`config.mk`:
```
export PLATFORM = sky130hd
export DESIGN_NAME = sat_cell
export DESIGN_NICKNAME = d
export VERILOG_FILES = /design/src/sat_pkg.sv /design/src/sat_cell.sv
export SDC_FILE = /design/constraint.sdc
export NUM_CORES = 1
export LEC_CHECK = 0
export BUFFER_PORTS_ARGS = -buffer_cell sky130_fd_sc_hd__buf_2
export CAP_MARGIN = 20
export CORE_AREA = 3 3 83 85
export CTS_CLUSTER_SIZE = 14
export DETAILED_ROUTE_END_ITERATION = 12
export DIE_AREA = 0 0 86 88
export HOLD_SLACK_MARGIN = 0.06
export PLACE_DENSITY = 0.95
export SLEW_MARGIN = 20
export SYNTH_ARGS = -nofsm -noshare
export SYNTH_HDL_FRONTEND = slang
export SYNTH_SLANG_ARGS = --single-unit
```
`constraint.sdc`:
```
create_clock -name i_clk -period 6.85 [get_ports i_clk]
set_input_delay 1.0275 -clock i_clk [delete_from_list [all_inputs] [get_ports i_clk]]
set_output_delay 1.0275 -clock i_clk [all_outputs]
set_load 0.02 [all_outputs]
```
`src/sat_pkg.sv`:
```
// Shared types and constants for the sorted array table.
// Used by sat_cell, sorted_array_table_top and the testbench; no dependencies.
`default_nettype none
package sat_pkg;

    localparam int DEPTH = 64;
    localparam int IDX_W = 6;
    localparam int CNT_W = 7;
    localparam int KEY_W = 32;

    // operation kinds
    typedef enum logic [1:0] {
        K_INSERT = 2'd0,
        K_REMOVE = 2'd1,
        K_SEARCH = 2'd2,
        K_READ   = 2'd3
    } t_kind;

    // result status codes
    typedef enum logic [1:0] {
        ST_OK   = 2'd0,
        ST_FULL = 2'd1,
        ST_BAD  = 2'd2,
        ST_MISS = 2'd3
    } t_status;

    // control broadcast to every cell
    typedef struct packed {
        logic                    cmp;   // capture compare flags
        logic                    ins;   // shift up and insert key
        logic                    rem;   // shift down over index
        logic signed [KEY_W-1:0] key;
        logic [IDX_W-1:0]        idx;
        logic [CNT_W-1:0]        used;
    } t_cell_ctl;

endpackage
`default_nettype wire

```
`src/sat_cell.sv`:
```
// One table cell: holds one key, its compare flags and shift logic.
// Depends on sat_pkg.
`default_nettype none
module sat_cell (
    input  wire logic                             i_clk,
    input  wire sat_pkg::t_cell_ctl               i_ctl,
    input  wire logic [sat_pkg::IDX_W-1:0]        i_pos,
    input  wire logic signed [sat_pkg::KEY_W-1:0] i_lo_key,
    input  wire logic signed [sat_pkg::KEY_W-1:0] i_hi_key,
    input  wire logic                             i_lo_lt,
    output logic signed [sat_pkg::KEY_W-1:0]      o_key,
    output logic                                  o_lt,
    output logic                                  o_bnd,
    output logic                                  o_hit,
    output logic                                  o_sel
);

    logic signed [sat_pkg::KEY_W-1:0] r_key;
    logic                             r_lt;
    logic                             r_eq;
    logic [sat_pkg::CNT_W-1:0]        w_pos;
    logic                             w_valid;

    assign w_pos   = {1'b0, i_pos};
    assign w_valid = w_pos < i_ctl.used;

    // capture compare flags against the operation key
    always_ff @(posedge i_clk) begin
        if (i_ctl.cmp) begin
            r_lt <= w_valid && (r_key < i_ctl.key);
            r_eq <= (r_key == i_ctl.key);
        end
    end

    // boundary: first cell whose key is not below the operation key
    assign o_bnd = !r_lt && ((i_pos == '0) || i_lo_lt);
    assign o_hit = o_bnd && r_eq && w_valid;
    assign o_sel = w_valid && (i_pos == i_ctl.idx);
    assign o_lt  = r_lt;
    assign o_key = r_key;

    // shift keys toward or away from the neighbors
    always_ff @(posedge i_clk) begin
        if (i_ctl.ins) begin
            if (o_bnd) begin
                r_key <= i_ctl.key;
            end else if ((i_pos != '0) && !r_lt && (w_pos <= i_ctl.used)) begin
                r_key <= i_lo_key;
            end
        end else if (i_ctl.rem) begin
            if ((w_pos >= {1'b0, i_ctl.idx}) && ((w_pos + 1'b1) < i_ctl.used)) begin
                r_key <= i_hi_key;
            end
        end
    end

endmodule
`default_nettype wire

```
== Word level (Yosys, flattened, before mapping) ==
Cells that the tools add are included.

* Word-level logic and storage cells: 32
* Input bits: 120
* Output and inout bits: 36
* Register bits: 34

* Magnitude comparators: 5
* $add $sub $neg: 1
* Reduce and logical (&&, ||, !) cells: 15
* Muxes and demuxes: 5
* Equality and inequality tests: 3

{| class="wikitable"
|+ Operator list
! kind !! number
|-
| two-way mux 32 bit || 5
|-
| equality test 32 bit || 1
|-
| < comparator 32 bit || 1
|-
| logical AND 1 bit || 8
|-
| adder 6 x 1 -> 7 bit (second input constant) || 1
|-
| <= comparator 6 x 7 -> 1 bit || 1
|-
| < comparator 6 x 7 -> 1 bit || 1
|-
| < comparator 7 bit || 1
|-
| equality test 6 bit || 1
|-
| greater-or-equal comparator 6 bit || 1
|-
| zero test 6 bit || 1
|-
| nonzero test 6 bit || 1
|-
| nonzero test 2 bit || 2
|-
| inequality test 3 x 1 -> 1 bit (second input constant) || 1
|-
| AND reduction 3 bit || 1
|-
| zero test 1 bit || 1
|-
| logical OR 1 bit || 1
|}

== Longest topological paths before layout ==
* Word-level depth: 6
* Gate-level depth with buffers: 10
* Depth with buffers taken out: 10

== Worst setup path after synthesis ==
OpenSTA, ideal clock, no wires.

* Path type: input -> register
* From: in i_pos[0] in the netlist's numbering
* To: reg r_key, in the netlist o_key[0], enable pin
* Required time: 6.384 ns
* Data arrival time: 4.532 ns
* Setup time: 0.466 ns
* Buffers on the path: 0
* Setup slack: 1.853 ns
* Stages on the path: 9
* Path through: inv_1 > ha_1 > ha_1 > nor2b_1 > o21a_1 > o21a_1 > o21ai_0 > a21oi_1 > o21ai_0

* Cells in the longest elaborated chain, start to end: 5
* Elaborated cells between the ends (all ways): 14
* Classes of those cells: 1 x add/sub; 3 x order compare; 1 x eq/ne; 9 x reduce/logical

{| class="wikitable"
|+ Ends and longest elaborated chain
! item !! RTL line !! RTL
|-
| start: declaration || sat_cell.sv:7 || <nowiki>input wire logic [sat_pkg::IDX_W-1:0] i_pos,</nowiki>
|-
| adder 6 x 1 -> 7 bit, or another cell as far along || sat_cell.sv:51 || <nowiki>if ((w_pos >= {1'b0, i_ctl.idx}) && ((w_pos + 1'b1) < i_ctl.used)) begin</nowiki>
|-
| < comparator 7 bit, or another cell as far along || sat_cell.sv:51 ||
|-
| logical AND 1 bit, on equally long branches || sat_cell.sv:51, sat_cell.sv:36, sat_cell.sv:47 ||
|-
| nonzero test 2 bit (no source line) or inequality test 3 x 1 -> 1 bit (tied branches) || n/a ||
|-
| AND reduction 3 bit (no source line) (*) || n/a ||
|-
| end signal: assignment || sat_cell.sv:46 || <nowiki>r_key <= i_ctl.key;</nowiki>
|-
| end signal: assignment || sat_cell.sv:48 || <nowiki>r_key <= i_lo_key;</nowiki>
|-
| end signal: assignment || sat_cell.sv:52 || <nowiki>r_key <= i_hi_key;</nowiki>
|-
| end: declaration || sat_cell.sv:18 || <nowiki>logic signed [sat_pkg::KEY_W-1:0] r_key;</nowiki>
|}

Every way passes the cells marked *; elsewhere a longest branch is shown, timed or not.
A chain may end at the register's enable or synchronous reset.

== Worst setup path after layout ==
* From: in i_pos[0] in the netlist's numbering
* To: out o_hit

* Cells in the longest elaborated chain, start to end: 5
* Elaborated cells between the ends (all ways): 6
* Classes of those cells: 1 x order compare; 5 x reduce/logical

{| class="wikitable"
|+ Ends and longest elaborated chain
! item !! RTL line !! RTL
|-
| branches (longest 4 deep; another with < comparator 6 x 7 -> 1 bit) || n/a ||
|-
| logical AND 1 bit (*) || sat_cell.sv:37 || <nowiki>assign o_hit = o_bnd && r_eq && w_valid;</nowiki>
|-
| end: declaration || sat_cell.sv:14 || <nowiki>output logic o_hit,</nowiki>
|}

Mark *: on every way between the ends.

==> run metrics <==
CTS Buf Count=5; Slew HR=29.6%; number of nets produced by synthesis=512; power density over cell area=166 nW/um^2; fin nets=665; aggregate routed wire length=8.56 mm; nature of the critical path startpoint=input port; startpoint of the most critical hold path=o_key[31]; fraction of synthesized cell area taken by the top area cell type=33.0%; post-DR wirelength/cell=15.0 microns; cell breakdown of the critical path=buf_2 -> inv_1 -> ha_1 -> nor3b_1 -> a21oi_1 -> nor2_4 -> buf_4 -> and3_1 -> buf_2; data required time at the worst endpoint=5.82 ns; leading post-synthesis cells by cell area=sky130_fd_sc_hd__edfxtp_1 (33%), sky130_fd_sc_hd__ha_1 (21%), sky130_fd_sc_hd__mux2i_1 (11%); Worst setup startpoint=i_pos[0]; critical register-to-register path startpoint=o_key[10]; total via count in the routed design=3032; Critical-path top delay cell=sky130_fd_sc_hd__nor2_4; # DRC=0; post-synthesis instance area=3090 sq um; post-synthesis average cell area=9.12 sq um; time the worst path needs with I/O delays and setup=4.12 ns; max-slew violation total from the final report=0; drt initial violations=57; CTS clock-pin slew for the worst setup and hold paths=0.07 ns; via count of the first global-routing pass=3065; Die Outline Area=7570 sq um; width of the die=86 microns; Boundary Pins=156; RSZ-0062 raised after global routing=false; clock insertion delay at the later pin of the skew report=0.28 ns; highest-count cells in the layout ignoring fill and taps=sky130_fd_sc_hd__buf_2 (154), sky130_fd_sc_hd__ha_1 (53), sky130_fd_sc_hd__inv_1 (48), sky130_fd_sc_hd__a21oi_1 (48), sky130_fd_sc_hd__nor2_1 (42); DP Wirelength=6.99 mm; EDFF count, synth=34; reported leakage power=2.08 nW; global-route wire length before repair=13.3 mm; number of setup buffers added after CTS=0; Worst Skew=0.00447 ns; fmax=0.243 GHz; count of yosys warnings during synthesis=0; worst min path class=flop to flop; Clock Path Buffers=2; IO buf count=155; pin count of the biggest net entering global routing=67; post-synthesis sequential element count=34; largest stage delay on the critical path=0.53 ns; final period utilization=60.2%; critical path data arrival time=3.09 ns; number of buffers inserted for hold repair after clock tree synthesis=0; worst slack on hold paths=0.839 ns; fraction of layout cells with a size suffix above 1=34.3%; Crit path top cell by count=sky130_fd_sc_hd__buf_2; number of hold violations in the final report=0; Core Box Area=6280 sq um; critical path endpoint category=primary output; Num Clock Sinks=34; worst-case hold path end point=o_lt; antenna viol nets, final=0; antenna violations before repair=0; count of filler cells inserted in the layout=564; depth of the worst register-to-register path=6; leading cell type in the layout, fill and taps excluded=sky130_fd_sc_hd__buf_2; worst reg2reg endpoint=o_lt; peak supply drop=114 uV; Max-cap violations=0; cell taking the most area after synthesis=sky130_fd_sc_hd__edfxtp_1; critical path fanouts, max=18; commonest register cell after synthesis=sky130_fd_sc_hd__edfxtp_1; clock root buffer master=sky130_fd_sc_hd__clkbuf_8; Antenna Cells=0; first-pass detailed-route iteration total=4; Post-synth ARST share=0%; Initial Utilization=49.3%; transition at the pin with the smallest max-transition slack=1.05 ns; clock tree from TritonCTS=built; gate count of the mapped netlist=339; total congestion overflow after global routing=0; Synth cell types=33; Worst Path Class, Setup=input port to primary output; sequential area share after synthesis=33.0%; Worst R2R Setup Slack=4.65 ns; Final setup violation count=0; Cell Rows=29; GPL Wtd Cong=0.983; status=complete, no violations; CP delay by family, top=simple AND/OR/NAND/NOR gates; Buf+Inv Stages, Crit Path=4; end-of-flow core utilization=64.1%; mean number of vias per cell=5.32; total negative slack=0 ns; Total Routing Usage GR=22.2%; H-tree depth=2; Chip Height=88 microns; Area Growth Syn to Fin=30.1%; worst hold stages=3; post-cts resize count=0
==> per-stage QoR <==
step / power, mW / setup slack (ns) / instance area (sq um) / instances
after floorplan: 0.432 / 1.85 / 3090 / 339
after global placement: 0.514 / 2.87 / 3940 / 562
after detailed placement: 0.527 / 2.74 / 3940 / 562
after CTS: 0.675 / 2.74 / 4020 / 570
after global routing: 0.715 / 2.62 / 4020 / 570
final: 0.668 / 2.73 / 4020 / 570
==> state kept, by name (all words and copies together) (netlist names) <==
register and flops:
o_lt 1, o_key 32, r_eq 1
==> worst max-delay path by stage <==
stage / to / cells past startpoint / slack [ns]
CTS: o_hit / 9 / 2.74
global placement: o_hit / 9 / 2.87
floorplan: o_key[0] / 9 / 1.85
detailed placement: o_hit / 9 / 2.74
finish: o_hit / 9 / 2.73
global route: o_hit / 9 / 2.62
==> worst register-to-register path, stage by stage, from the launching register on <==
cell and delay (ns):
sky130_fd_sc_hd__edfxtp_1 0.40, sky130_fd_sc_hd__ha_1 0.35, sky130_fd_sc_hd__nand4_1 0.11, sky130_fd_sc_hd__or4_4 0.50, sky130_fd_sc_hd__o221a_1 0.28, sky130_fd_sc_hd__o211ai_2 0.20
sky130_fd_sc_hd__mux2i_1 0.21
==> cells in the mapped netlist (all sizes together) (2+ instances only) <==
cell / n
a21o: 4
a21oi: 48
and3: 2
buf: 3
clkbuf: 7
edfxtp: 34
ha: 53
inv: 48
mux2i: 33
nand2: 14
nand2b: 2
nand3: 9
nand4: 6
nor2: 43
nor2b: 3
nor3b: 2
o211ai: 2
o21a: 5
o21ai: 7
o221a: 2
xnor2: 3
==> layout make-up <==
| cell class | instances | area (sq um) | share of cell area (%) |
|---|---|---|---|
| Inverter | 48 | 180 | 4.48 |
| Tap cell | 77 | 96.3 | 2.40 |
| Sequential cell | 34 | 1020 | 25.4 |
| Multi-Input combinational cell | 247 | 1850 | 46.1 |
| Clock inverter | 3 | 16.3 | 0.404 |
| Timing Repair Buffer | 156 | 786 | 19.5 |
| Clock buffer | 5 | 68.8 | 1.71 |
==> logic make-up (layout without fill, tap and decap cells) <==
group	after synthesis	after routing	share of synthesized area (%)
mux	33	33	10.7
xor+xnor	4	4	1.13
buf+inv	58	212	7.40
fa+ha+maj	53	53	21.4
simple gates	85	85	12.8
flops	34	34	33.0
compound gates	72	72	13.6
==> report_power, final <==
| part | switching (mW) | total, mW | internal, mW |
|---|---|---|---|
| sequential | 0.0124 | 0.273 | 0.261 |
| clock | 0.0758 | 0.145 | 0.0696 |
| combinational | 0.143 | 0.249 | 0.107 |
==> layer usage <==
metal	share of wire [%]	track usage, %	wire length [microns]
met3	7.9	4.89	676
met5	0	0	0
met2	52	42.4	4410
met4	1.8	6.91	150
met1	39	24.4	3320
Note: power is estimated with default switching activity, not from simulation.
